$ cat config.mk
export PLATFORM = sky130hd
export DESIGN_NAME = lwbr_front
export DESIGN_NICKNAME = d
export VERILOG_FILES = /design/src/rtl/core/lwbr_pkg.sv /design/src/rtl/core/lwbr_front.sv
export SDC_FILE = /design/constraint.sdc
export NUM_CORES = 1
export LEC_CHECK = 0
export ABC_AREA = 1
export BUFFER_PORTS_ARGS = -buffer_cell sky130_fd_sc_hd__buf_2
export CAP_MARGIN = 5
export CORE_MARGIN = 2
export CORE_UTILIZATION = 56
export CTS_CLUSTER_DIAMETER = 200
export DETAILED_ROUTE_END_ITERATION = 10
export PLACE_DENSITY_LB_ADDON = 0.05
export SETUP_SLACK_MARGIN = 0.2
export SYNTH_ARGS = -nofsm -noshare
export SYNTH_HDL_FRONTEND = slang
export SYNTH_SLANG_ARGS = --single-unit
export TNS_END_PERCENT = 50
$ cat constraint.sdc
create_clock -name aclk -period 4.1 [get_ports aclk]
set_input_delay 0 -clock aclk [delete_from_list [all_inputs] [get_ports aclk]]
set_output_delay 0 -clock aclk [all_outputs]
set_load 0.01 [all_outputs]
$ cat src/rtl/core/lwbr_pkg.sv
// Package for the longest bounded-range window block: sizes, word types and FSM states.
// Used by every module in rtl/core; depends on nothing.
`timescale 1ns / 1ps
package lwbr_pkg;
    localparam int MaxLen = 4096;
    localparam int IdxW = $clog2(MaxLen);
    localparam int PosW = IdxW + 1;
    localparam int OutW = 13;
    localparam int DataW = 32;

    // One input word, as handed from the front end to the back end.
    typedef struct packed {
        logic signed [DataW-1:0] sample;
        logic                    first;
    } item_t;

    typedef enum logic [2:0] {
        ST_IDLE,
        ST_MAXPOP,
        ST_MINPOP,
        ST_RANGE,
        ST_TRIM,
        ST_DONE
    } be_state_t;
endpackage

$ cat src/rtl/core/lwbr_front.sv
// Front end: accepts input words into a two-entry queue for the back end.
// Depends on lwbr_pkg.
`timescale 1ns / 1ps
module lwbr_front (
    input  logic            aclk,
    input  logic            aresetn,
    input  logic            s_tvalid,
    output logic            s_tready,
    input  lwbr_pkg::item_t s_item,
    output logic            q_valid,
    input  logic            q_ready,
    output lwbr_pkg::item_t q_item
);
    import lwbr_pkg::*;

    item_t     buf_reg [2];
    logic      wp_reg, rp_reg;
    logic [1:0] cnt_reg;

    assign s_tready = (cnt_reg != 2'd2);
    assign q_valid  = (cnt_reg != 2'd0);
    assign q_item   = buf_reg[rp_reg];

    // Queue storage.
    always_ff @(posedge aclk) begin
        if (s_tvalid && s_tready) buf_reg[wp_reg] <= s_item;
    end

    // Queue pointers and fill count.
    always_ff @(posedge aclk) begin
        if (!aresetn) begin
            wp_reg <= 1'b0;
            rp_reg <= 1'b0;
            cnt_reg <= 2'd0;
        end else begin
            if (s_tvalid && s_tready) wp_reg <= ~wp_reg;
            if (q_valid && q_ready) rp_reg <= ~rp_reg;
            cnt_reg <= cnt_reg + {1'b0, s_tvalid && s_tready} - {1'b0, q_valid && q_ready};
        end
    end

    assert property (@(posedge aclk) disable iff (!aresetn) cnt_reg != 2'd3)
        else $error("front queue count out of range");
    assert property (@(posedge aclk) disable iff (!aresetn)
        (cnt_reg == 2'd0) |-> !q_valid) else $error("empty queue shows valid");
    assert property (@(posedge aclk) disable iff (!aresetn)
        (cnt_reg == 2'd2 && !(q_valid && q_ready)) |=> cnt_reg == 2'd2)
        else $error("full queue lost a word");
endmodule

Yosys cells after proc, flatten, opt, wreduce, memory -nomap -nowiden
Memories as Yosys holds them, arrays and structs flattened. A register that Yosys moved wholly into a read port is not among the register bits.
Cells that the tools add are included.
{ "op_classes": {"bitwise_logic": 2, "n_reduce_logical": 3, "n_div": 0, "multipliers": 0, "eq_ne": 1, "shifts": 0, "addsub": 2, "n_lt_le_gt_ge": 0, "muxes": 4} }
{ "op_table": {"columns": ["operator", "n"], "rows": [
  ["$mux W1", 4],
  ["$add A2 B1 Y2", 1],
  ["$logic_and A1 B1 Y1", 2],
  ["$ne A2 B2 Y1 const B", 1],
  ["$not A1 Y1", 2],
  ["$reduce_bool A2 Y1", 1],
  ["$sub A2 B1 Y2", 1]
]} }
{ "totals": {"memories": 1, "latchBits": 0, "output_inout_bits": 35, "wordCells": 16, "in_bits": 37, "ramBits": 66, "ff_bits": 4, "mem_bits_ro": 0} }
{ "memory_table": {"columns": ["memory", "depth", "word_bits", "rd", "rd_clocked_by_memory_dff", "wr", "line_no", "text"], "rows": [
  ["buf_reg", 2, 33, 1, 1, 1, "lwbr_front.sv:16", "item_t buf_reg [2];"]
]} }

Depth between registers and ports, before layout
Gate-level depths: netlist of the first run.
{ "logic_depth": {"depth_word": 4, "mapped_depth": 11} }

Worst setup path before layout of the first run
OpenSTA, ideal clock, no wires.
{ "synth_path": {"kind": "register -> register", "from": "register cnt_reg[0]", "to": "memory buf_reg[0][0] (netlist name), enable pin", "required_time_ns": 3.677, "t_arrival_ns": 2.022, "setup_slack_ns": 1.655, "stages_incl_launch_ff": 5, "cell_sequence": "dfxtp_1 inv_1 nand2_1 nand2_1 nor2_1"} }
{ "synth_between": {"elab_chain_cells": 4} }
{ "synth_lines": {"columns": ["element", "line_no", "text"], "rows": [
  ["from (decl)", "lwbr_front.sv:18", "logic [1:0] cnt_reg;"],
  ["from (signal assigned)", "lwbr_front.sv:38", "cnt_reg <= cnt_reg + {1'b0, s_tvalid && s_tready} - {1'b0, q_valid && q_ready};"],
  ["$ne A2 B2 Y1", "lwbr_front.sv:20", "assign s_tready = (cnt_reg != 2'd2);"],
  ["net s_tready", "lwbr_front.sv:8", "output logic s_tready,"],
  ["$logic_and A1 B1 Y1", "lwbr_front.sv:26", "if (s_tvalid && s_tready) buf_reg[wp_reg] <= s_item;"],
  ["$mux W1", "lwbr_front.sv:26", null],
  ["$mux W1 (not written as such)", "lwbr_front.sv:26", null],
  ["to (decl)", "lwbr_front.sv:16", null]
]} }
The timed path passes the listed nets, and every way through them passes these cells.

==> metrics.md, run 1 <==
| Metric | Value |
|---|---|
| Final hold violations | 0 |
| Cell with the most instances after synthesis | edfxtp_1 |
| IO buf count | 71 |
| Die width | 74.4 µm |
| Arrival time at the worst endpoint | 1.96 ns |
| Outcome | finished, final reports clean |
| CTS Buf Count | 9 |
| Share of the yosys chip area belonging to registers | 75.0% |
| Top area cells in the synthesized netlist | edfxtp_1 (71%), mux2_4 (16%), dfxtp_1 (3.6%), buf_12 (2.2%), nand2_1 (1.2%) |
| Power Density | 565 nW/µm² |
| Crit. End Element | primary output |
| First-pass GRT wire length | 7.20 mm |
| Tightest Pin Transition | approximately 1.1 ns |
| Total Power | roughly 0.0021 W |
| Final instance area | 3720 µm² |
| Synthesized cell area | about 2800 µm² |
| Cell accounting for the most synthesized area | edfxtp_1 |
| Post-route ant nets | 0 |
| Core Area | ~4800 µm² |
| Switching share of power | 26.6% |
| Setup crit start kind | flop |
| I/O pin total | just over 70 |
| Max_cap viols | 0 |
| Yosys cell types | 12 |
| # diodes | 0 |
| Starting DRT DRC Count | about 120 |
| Leakage | 1.52 nW |
| Avg Synthesized Cell Area | 20.0 µm² |
| DP Worst Slack | approximately 2.3 ns |
| Max FFs per register | 66 |
| Gr ovfl total | 0 |
| Starting Density | slightly below 60% |
| Clock latency on the worst-skew pair | 0.34 ns |
| Final setup viols | 0 |
| Fin crit share | 47.8% |
| Clk_skew | 0.00608 ns |
| Vias | roughly 1600 |
| Yosys warns | 0 |
| Gr usage total | 18.5% |
| Hold Crit Start | s_item[31] |
| Max VDD drop | 0.000476 V |
| FFs w/ async S/R, synth | 0% |
| TritonRoute pass-1 iters | 4 |
| Post-DP HPWL | around 3 mm |
| Post-synthesis register bit count | 71 |
| Initial antenna violation count | 0 |
| Post-synth EDFFs | 66 |
| Final Core Density | 78.3% |
| Clock power frac | 27.3% |
| CTS clk-pin slew, worst paths | 0.07 ns |
| Clk sinks | 71 |
| # H-tree levels | 3 |
| Cell row count | 25 |
| # DRC | 0 |
| Largest net degree at the start of global routing | 34 |
| Final worst path period need | 1.96 ns |
| Worst Hold Class | in2reg |
| Clk root buf | clkbuf_8 |
| Flop pwr share | 47.8% |
| Crit path max fanout | 33 |
| Area Growth Syn to Fin | 34.1% |
| Max-slew headroom | 27.7% |
| Post-synthesis cell count | 139 |
| Die Y | 74.4 µm |
| Required time of the critical path | ~4.1 ns |
| R2r startpoint | cnt_reg[0] |
| Die Area | 5540 µm² |
| Fraction of layout cells with a size suffix above 1 | 46.5% |
| Psw | about 0.00056 W |
| Vias per inst | 4.85 |
| Wire per inst | 15.3 µm |
| Setup TNS | 0 ns |
| F_max | 0.511 GHz |
| Slew Viols, Final | 0 |
| Setup CP Type | reg2out |
| Internal | between 0.0015 and 0.002 W |
| Yosys top cell area share | 71.4% |
| Commonest cells post-synth | edfxtp_1 (66), mux2_4 (30), nand2_1 (9) |
| Clk buf depth | 2 |
| CTS tree | built |
| Synthesized net count | between 150 and 200 |
| CTS resizes | 0 |
| Layout Nets | 293 |
| Final wirelength | 4.98 mm |
| RSZ-0062 raised after global routing | false |
| GP Congestion | 0.626 |
| Final worst slack | about 2.1 ns |
| Vias in the first global route | 1601 |
| Comb pwr share | 24.8% |
| Cell Area, Placed | ~3200 µm² |
| Post-synth top flop | edfxtp_1 |
[timing repair]
item | 4_1_cts | 5_1_grt
hold buffers | 36 | 0
setup buffers | 0 | 0
hold endpoints to repair | 71 | 0
[final timing paths]
path | end | slack, ns | depth (start not counted)
setup / recovery | q_item[1] | 2.14 | 2
hold reg to reg | flop | 0.52 | 2
hold / removal | buf_reg[0][31] | 0.38 | 2
setup reg to reg | buf_reg[0][7] | 2.28 | 4
[per-stage QoR]
step / hold WS (ns) / std cells
after floorplan: 0.0935 / 139
after global placement: 0.188 / 274
after detailed placement: 0.192 / 274
after CTS: 0.372 / 325
after global routing: 0.396 / 325
final: 0.382 / 325
[worst max-delay path, stage by stage, from the launching register on]
cell,delay (ns)
dfxtp_2,1.05
mux2_2,0.41
buf_2,0.14
[metal layers]
metal	vias to the layer above	track usage [%]	share of wire [%]
met1	760	21.7	42
met4	0	9.52	2.3
met2	56	31.6	51
li1	751	-	-
met5	-	0	0
met3	9	4.61	4.9
[cells in the final DEF (no fill, tap or decap)]
| cell type | instances |
|---|---|
| bufinv_16 | 2 |
| nand2_1 | 9 |
| dfxtp_2 | 1 |
| a21oi_1 | 2 |
| clkinv_1 | 1 |
| buf_4 | 1 |
| ha_1 | 2 |
| mux2_4 | 30 |
| nor2_1 | 7 |
| clkbuf_1 | 1 |
| inv_1 | 7 |
| edfxtp_1 | 66 |
| mux2_2 | 3 |
| buf_2 | 71 |
| clkbuf_8 | 9 |
| dlygate4sd3_1 | 36 |
| nand3_1 | 3 |
| clkinv_2 | 2 |
| dfxtp_1 | 4 |
| nor2_4 | 1 |
[power by group through the flow]
| stage | clock network (W) | logic (W) | registers [W] |
|---|---|---|---|
| detailed placement | 0 | 0.000494 | 0.00102 |
| CTS | 0.000581 | 0.000522 | 0.00101 |
| floorplan | 0 | 0.000411 | 0.000961 |
| finish | 0.000576 | 0.000523 | 0.00101 |
| global placement | 0 | 0.000480 | 0.00101 |
| global route | 0.000607 | 0.000564 | 0.00102 |
[cell families (layout without fill, tap and decap cells)]
family	Yosys count	count (layout)	synth area share, %
DFF	71	71	75.0
and+or+nand+nor	20	20	2.84
buffers and inverters	11	130	3.51
muxes	33	33	17.4
adders and majority gates	2	2	0.901
AOI/OAI and AO/OA	2	2	0.360
[layout make-up]
cell class,instances,area (µm²)
flip-flops and latches,71,2080
well taps,67,83.8
inverters,7,26.3
clock inverters,5,73.8
multi-input cells,57,606
repair buffers,108,723
fillers,285,1030
clock buffers,10,128
No activity file was read; power rests on OpenSTA's default activity.
==> run 2: changes to the inputs <==
Settings changed: CORE_UTILIZATION 56 to 47.
Clock period 4.1 ns to 1.7 ns, I/O delays scaled along.
==> run 2 against run 1 <==
  * Power rose by 150%
  * Die area rose by 18%
  * Non-clock buffer count rose by 7
  * Cell count rose by 4.0%
  * Register-to-register slack got worse by 2.0 ns
  * Routed wire length fell by 4.1%
  * Setup slack got worse by 1.9 ns
  * Utilization fell by 9.6 points
  * Cell area rose by 3.5%
  * First-iteration DRC count fell by 64%
  * Sequential share of layout area fell by 1.8 points
  * Largest power group unchanged
==> metrics.md, run 2 (synthesized netlist as in run 1, its figures left out) <==
| Metric | Value |
|---|---|
| Post-DP HPWL | 2.90 mm (-1.4%) |
| CP max stage delay | 0.39 ns (-0.66 ns) |
| Family with the most delay on the worst path | simple AND/OR/NAND/NOR gates |
| Filler instances | 393 (+38%) |
| CTS clk-pin slew, worst paths | 0.07 ns (about the same) |
| Arrival time at the worst endpoint | 1.67 ns (-0.29 ns) |
| Leakage | 1.55 nW (+1.5%) |
| Cell row count | 27 (+8.0%) |
| First-pass GRT wire length | 7.36 mm (+2.2%) |
| Max VDD drop | 0.000904 V (+90%) |
| Commonest non-fill, non-tap cell in the layout | buf_2 |
| Max FFs per register | 66 (unchanged) |
| Required time of the critical path | 1.93 ns (-2.17 ns) |
| Met3 wire length | 227 µm (-7.0%) |
| Largest net degree at the start of global routing | 34 (unchanged) |
| Power Density | 1340 nW/µm² (+140%) |
| Wire per inst | 14.1 µm (-7.8%) |
| Gr ovfl total | 0 (unchanged) |
| Seq. cell area | 2090 µm² (+0.24%) |
| Clk buf depth | 2 (unchanged) |
| DP Worst Slack | 0.172 ns (-2.12 ns) |
| I/O pin total | 72 (unchanged) |
| Commonest cells after routing, fill and taps aside | buf_2 (71), edfxtp_1 (66), dlygate4sd3_1 (36) |
| Vias | 1565 (-0.70%) |
| Fin crit share | 84.9% |
| Setup crit start kind | flop |
| Clock latency on the worst-skew pair | 0.33 ns (about the same) |
| IO buf count | 71 (unchanged) |
| Outcome | finished, final reports clean |
| Vias in the first global route | 1641 (+2.5%) |
| Met1 wire length | 1.91 mm (-8.0%) |
| # H-tree levels | 3 (unchanged) |
| TritonRoute pass-1 iters | 4 (unchanged) |
| # diodes | 0 (unchanged) |
| Tightest Pin Transition | 0.263 ns (-0.821 ns) |
| Clk_skew | 0.00820 ns (+0.00212 ns) |
| Starting Density | 49.5% (-8.9 points) |
| Vias per inst | 4.63 (-4.5%) |
| Core Area | 5610 µm² (+18%) |
| Die Area | 6540 µm² (+18%) |
| Worst path bufs/invs | 2 (+1) |
| Dpl cells | 282 (+2.9%) |
| Post-route ant nets | 0 (unchanged) |
| Final instance area | 3850 µm² (+3.5%) |
| Final setup viols | 0 (unchanged) |
| GP Congestion | 0.765 (+22%) |
| CTS Buf Count | 9 (unchanged) |
| Final worst path period need | 1.44 ns |
| Initial antenna violation count | 0 (unchanged) |
| Fraction of layout cells with a size suffix above 1 | 53.0% (+6.5 points) |
| F_max | approximately 0.69 GHz |
| Worst Hold Class | in2reg |
| Die Y | 80.9 µm (+8.7%) |
| Met2 wire length | 2.57 mm (+0.78%) |
| Final worst slack | 0.256 ns (-1.89 ns) |
| Crit path max fanout | 4 (-88%) |
| Area Growth Syn to Fin | 38.7% |
| Setup CP Type | reg2reg |
| Max-slew headroom | 82.5% (+55 points) |
| # DRC | 0 (unchanged) |
| Top Metal Used | met4 |
| CTS tree | built |
| Footprint of the multi-input gates | 659 µm² (+8.9%) |
| Gr usage total | 15.7% (-2.8 points) |
| Slew Viols, Final | 0 (unchanged) |
| Starting DRT DRC Count | 43 (-64%) |
| Final hold violations | 0 (unchanged) |
| Max_cap viols | 0 (unchanged) |
| Clk root buf | clkbuf_8 |
| RSZ-0062 raised after global routing | true |
| Clk sinks | 71 (unchanged) |
| Slowest cell on the critical path | dfxtp_4 |
| Final wirelength | 4.77 mm (-4.1%) |
| Cell Area, Placed | 3230 µm² (+2.0%) |
| Layout Nets | 300 (+2.4%) |
| Crit path cell chain | nor2_2, nor2_2, ha_4, inv_2, ha_4, inv_2, nand2_2, nand3_1, nand2_1, nor2_1 |
| Setup TNS | 0 ns (unchanged) |
| Die width | 80.9 µm (+8.7%) |
| Final Non-Filler Cells | 338 (+4.0%) |
| Crit. End Element | flop |
| Hold_ws | 0.393 ns (+0.0107 ns) |
[run 2: cell type report]
class	instances	share of cell area (%)
sequential	71	54.2
timing repair buffer	115	20.9
multi-input combinational	57	17.1
clock buffer	12	3.51
tap	72	2.34
clock inverter	4	1.20
inverter	7	0.779
[run 2: power by group]
| part | internal [W] | leakage (nW) | total (W) | switching, W |
|---|---|---|---|---|
| logic | 0.000844 | 0.800 | 0.00161 | 0.000762 |
| clock network | 0.000672 | 0.0880 | 0.00123 | 0.000561 |
| registers | 0.00222 | 0.659 | 0.00232 | 0.0000986 |
| total | 0.00374 | 1.55 | 0.00516 | 0.00142 |
[run 2: routing by layer]
layer | vias up | track usage [%]
li1 | 765 | -
met3 | 8 | 5.11
met1 | 745 | 16.7
met2 | 47 | 27.6
met5 | - | 0
met4 | 0 | 8.64
[run 2: metrics by stage]
| step | util, % | power (W) |
|---|---|---|
| finish | 68.7 | 0.00516 |
| global route | 68.7 | 0.00542 |
| CTS | 67.7 | 0.00507 |
| detailed placement | 57.5 | 0.00372 |
| global placement | 57.5 | 0.00366 |
| floorplan | - | 0.00333 |
[run 2: path summary, 6_finish.rpt]
check        slack (ns)              to  cells after the start       start
min reg2reg        0.51            flop                      2      rp_reg
max                0.26      cnt_reg[1]                     10  cnt_reg[1]
min                0.39  buf_reg[1][25]                      2  s_item[25]
max reg2reg        0.26      cnt_reg[1]                     10  cnt_reg[1]
[run 2: repair_timing]
action,in CTS,in global routing
hold buffers,36,0
setup buffers,2,2
gates cloned,0,0
hold endpoints to repair,71,0
pin swaps,2,6
setup endpoints to repair,7,2
gates resized for setup,5,11
==> run 3: changes to the inputs <==
Settings changed: ABC_AREA 1 to 0, CORE_UTILIZATION 47 to 52.
Clock period 1.7 ns to 1.36 ns, I/O delays scaled along.
==> run 3 against run 2 <==
  * The run now ends with negative setup slack left
  * Via count up 7.9%
  * Area after synthesis down 0.18%
  * Combinational power increased by 110%
  * Clock power increased by 30%
  * Fmax shrank 6.8%
  * Flip-flop and latch count unchanged
  * Critical path type unchanged
==> metrics.md, run 3 <==
| Metric | Value |
|---|---|
| Post-synth EDFFs | 66 (unchanged) |
| Area Growth Syn to Fin | 62.1% |
| Die Area | 5930 µm² (-9.3%) |
| Fraction of layout cells with a size suffix above 1 | 59.4% (+6.4 points) |
| Die width | 77.0 µm (-4.8%) |
| # H-tree levels | 3 (unchanged) |
| Max VDD drop | 0.00130 V (+44%) |
| CTS clk-pin slew, worst paths | 0.07 ns (about the same) |
| Post-route ant nets | 0 (unchanged) |
| Crit path max fanout | 3 (-1) |
| DP Worst Slack | -0.143 ns (-0.314 ns) |
| Share of the yosys chip area belonging to registers | 75.1% (+0.14 points) |
| # diodes | 0 (unchanged) |
| CTS tree | built |
| Yosys cell types | 18 (+6) |
| Total Power | 0.00793 W (+54%) |
| Clock latency on the worst-skew pair | 0.34 ns (about the same) |
| Crit. End Element | flop |
| Tightest Pin Transition | 0.214 ns (-0.0491 ns) |
| Leakage | 1.81 nW (+17%) |
| CTS Buf Count | 9 (unchanged) |
| RSZ-0062 raised after global routing | true |
| Clk sinks | 71 (unchanged) |
| Crit-path most repeated cell | ha_4 |
| Arrival time at the worst endpoint | 1.78 ns (+0.11 ns) |
| Post-synthesis register bit count | 71 (unchanged) |
| Gr ovfl total | 0 (unchanged) |
| Max-slew headroom | 85.7% (+3.3 points) |
| Vias per inst | 4.88 (+5.4%) |
| Power Density | 1760 nW/µm² (+32%) |
| Synthesized net count | 166 (-6.7%) |
| Flop pwr share | 36.8% (-8.2 points) |
| Largest net degree at the start of global routing | 19 (-44%) |
| Vias | 1689 (+7.9%) |
| Commonest cells post-synth | edfxtp_1 (66), mux2_4 (30), dfxtp_1 (5) |
| Top area cells in the synthesized netlist | edfxtp_1 (71%), mux2_4 (16%), dfxtp_1 (3.6%), buf_12 (2.2%), mux2_2 (1.2%) |
| Final wirelength | 6.69 mm (+40%) |
| Psw | 0.00215 W (+51%) |
| Post-synth top flop | edfxtp_1 |
| Final hold violations | 0 (unchanged) |
| Cell row count | 26 (-3.7%) |
| Slew Viols, Final | 0 (unchanged) |
| First-pass GRT wire length | 8.51 mm (+16%) |
| Final setup viols | 63 (+63) |
| Outcome | finished with violations |
| Starting DRT DRC Count | 62 (+44%) |
| Max_cap viols | 0 (unchanged) |
| Commonest cells after routing, fill and taps aside | edfxtp_1 (66), buf_6 (46), buf_2 (37) |
| Setup CP Type | reg2reg |
| Failing checks | negative setup slack |
| Crit path cell chain | o21a_4, ha_4, inv_2, ha_4, xnor2_2, xnor2_1, and2_1 |
| Wire per inst | 19.3 µm (+37%) |
| Setup crit start kind | flop |
| Filler instances | 220 (-44%) |
| Synthesized cell area | 2770 µm² (-0.18%) |
| Fin crit share | 114% (+29 points) |
| Starting Density | 53.9% (+4.4 points) |
| Gr usage total | 19.7% (+4.0 points) |
| Internal | 0.00578 W (+55%) |
| CP max stage delay | 0.36 ns (-0.03 ns) |
| # DRC | 0 (unchanged) |
| Comb pwr share | 43.0% (+12 points) |
| Final worst slack | -0.189 ns (-0.445 ns) |
| I/O pin total | 72 (unchanged) |
| Layout Nets | 310 (+3.3%) |
| Cell with the most instances after synthesis | edfxtp_1 |
| FFs w/ async S/R, synth | 0% (unchanged) |
| Clock power frac | 20.1% (-3.8 points) |
| Switching share of power | 27.1% (-0.39 points) |
| GP Congestion | 0.646 (-16%) |
| Final worst path period need | 1.55 ns (+0.105 ns) |
| Slowest cell on the critical path | dfxtp_4 |
| IO buf count | 71 (unchanged) |
| Post-DP HPWL | 2.93 mm (+1.1%) |
| Post-synthesis cell count | 127 (-8.6%) |
| Yosys top cell area share | 71.5% (+0.13 points) |
| Vias in the first global route | 1798 (+9.6%) |
| Die Y | 77.0 µm (-4.8%) |
| TritonRoute pass-1 iters | 4 (unchanged) |
| Max FFs per register | 66 (unchanged) |
| Commonest non-fill, non-tap cell in the layout | edfxtp_1 |
| Cell accounting for the most synthesized area | edfxtp_1 |
| Initial antenna violation count | 0 (unchanged) |
| F_max | 0.645 GHz (-6.8%) |
| Clk_skew | 0.00597 ns (-0.00223 ns) |
| Required time of the critical path | 1.59 ns (-0.34 ns) |
| Core Area | 5140 µm² (-8.3%) |
| Clk buf depth | 2 (unchanged) |
| Yosys warns | 0 (unchanged) |
| Clk root buf | clkbuf_8 |
| Worst Hold Class | in2reg |
| Avg Synthesized Cell Area | 21.8 µm² (+9.3%) |
-- run 3: cell count changes after synthesis, moves of 3 or more --
cell	previous run	this run
inv_1	7	1
nor2_1	8	1
xnor2_1	0	3
nand2_1	9	2
nand3_1	3	0
-- run 3: worst max-delay path: cells and delay by family (launching register included) --
family                     cells  cell delay (ns)
buffers and inverters          1             0.04
xor gates and xnor gates       2             0.25
AOI/OAI and AO/OA              1             0.21
and+or+nand+nor                1             0.16
adders and majority gates      2             0.41
DFF                            1             0.36
-- run 3: cells by family (layout without fill, tap and decap cells) --
family                     Yosys count  count (layout)  share of synthesized area (%)
and+or+nand+nor                     11              11                           2.21
adders and majority gates            2               2                          0.902
xor gates and xnor gates             3               3                          0.948
AOI/OAI and AO/OA                    1               1                          0.316
muxes                               34              34                           17.8
buffers and inverters                5             154                           2.71
DFF                                 71              71                           75.1
-- run 3: layout make-up --
class                   instances  area (µm²)  area share (%)
clock buffers                  11         131            2.92
clock inverters                 5        48.8            1.09
inverters                       1        3.75          0.0835
multi-input cells              51         717            15.9
flip-flops and latches         71        2090            46.5
well taps                      70        87.6            1.95
repair buffers                137        1420            31.5
-- run 3: metrics by stage --
| stage | hold slack [ns] | util, % | setup TNS (ns) | cells | instance area, µm² |
|---|---|---|---|---|---|
| 2_1_floorplan | 0.0989 | - | -5.49 | 127 | 2830 |
| 3_3_place_gp | 0.188 | 64.9 | -0.0945 | 274 | 3340 |
| 3_5_place_dp | 0.191 | 64.9 | -0.143 | 274 | 3340 |
| 4_1_cts | 0.0543 | 83.3 | -2.82 | 337 | 4280 |
| 5_1_grt | 0.184 | 87.5 | -6.52 | 346 | 4500 |
| 6_report | 0.176 | 87.5 | -2.87 | 346 | 4500 |
-- run 3: layer usage --
metal / part of all wire [%] / GRT usage, %
met3: 4.5 / 5.06
met1: 39 / 20.3
met4: 2.3 / 11.8
met5: 0 / 0
met2: 54 / 35.8
-- run 3: worst paths after layout --
kind	depth (start not counted)	start	to	slack, ns
max	7	cnt_reg[1]	cnt_reg[1]	-0.19
min	5	s_tvalid	wp_reg	0.18
max reg2reg	7	cnt_reg[1]	cnt_reg[1]	-0.19
min reg2reg	2	wp_reg	wp_reg	0.57
-- run 3: power by group through the flow --
stage,Clock [W],Sequential [W],Combinational [W]
after global routing,0.00170,0.00295,0.00357
after detailed placement,0,0.00291,0.00195
final,0.00160,0.00292,0.00341
after floorplan,0,0.00289,0.00136
after CTS,0.00159,0.00290,0.00289
after global placement,0,0.00289,0.00191
-- run 3: timing repair --
item / in CTS / in global routing
setup buffers: 8 / 7
hold buffers: 34 / 0
setup endpoints to repair: 102 / 104
hold endpoints to repair: 71 / 0
resized for setup: 45 / 21
gates cloned: 5 / 2
pin swaps: 5 / 5
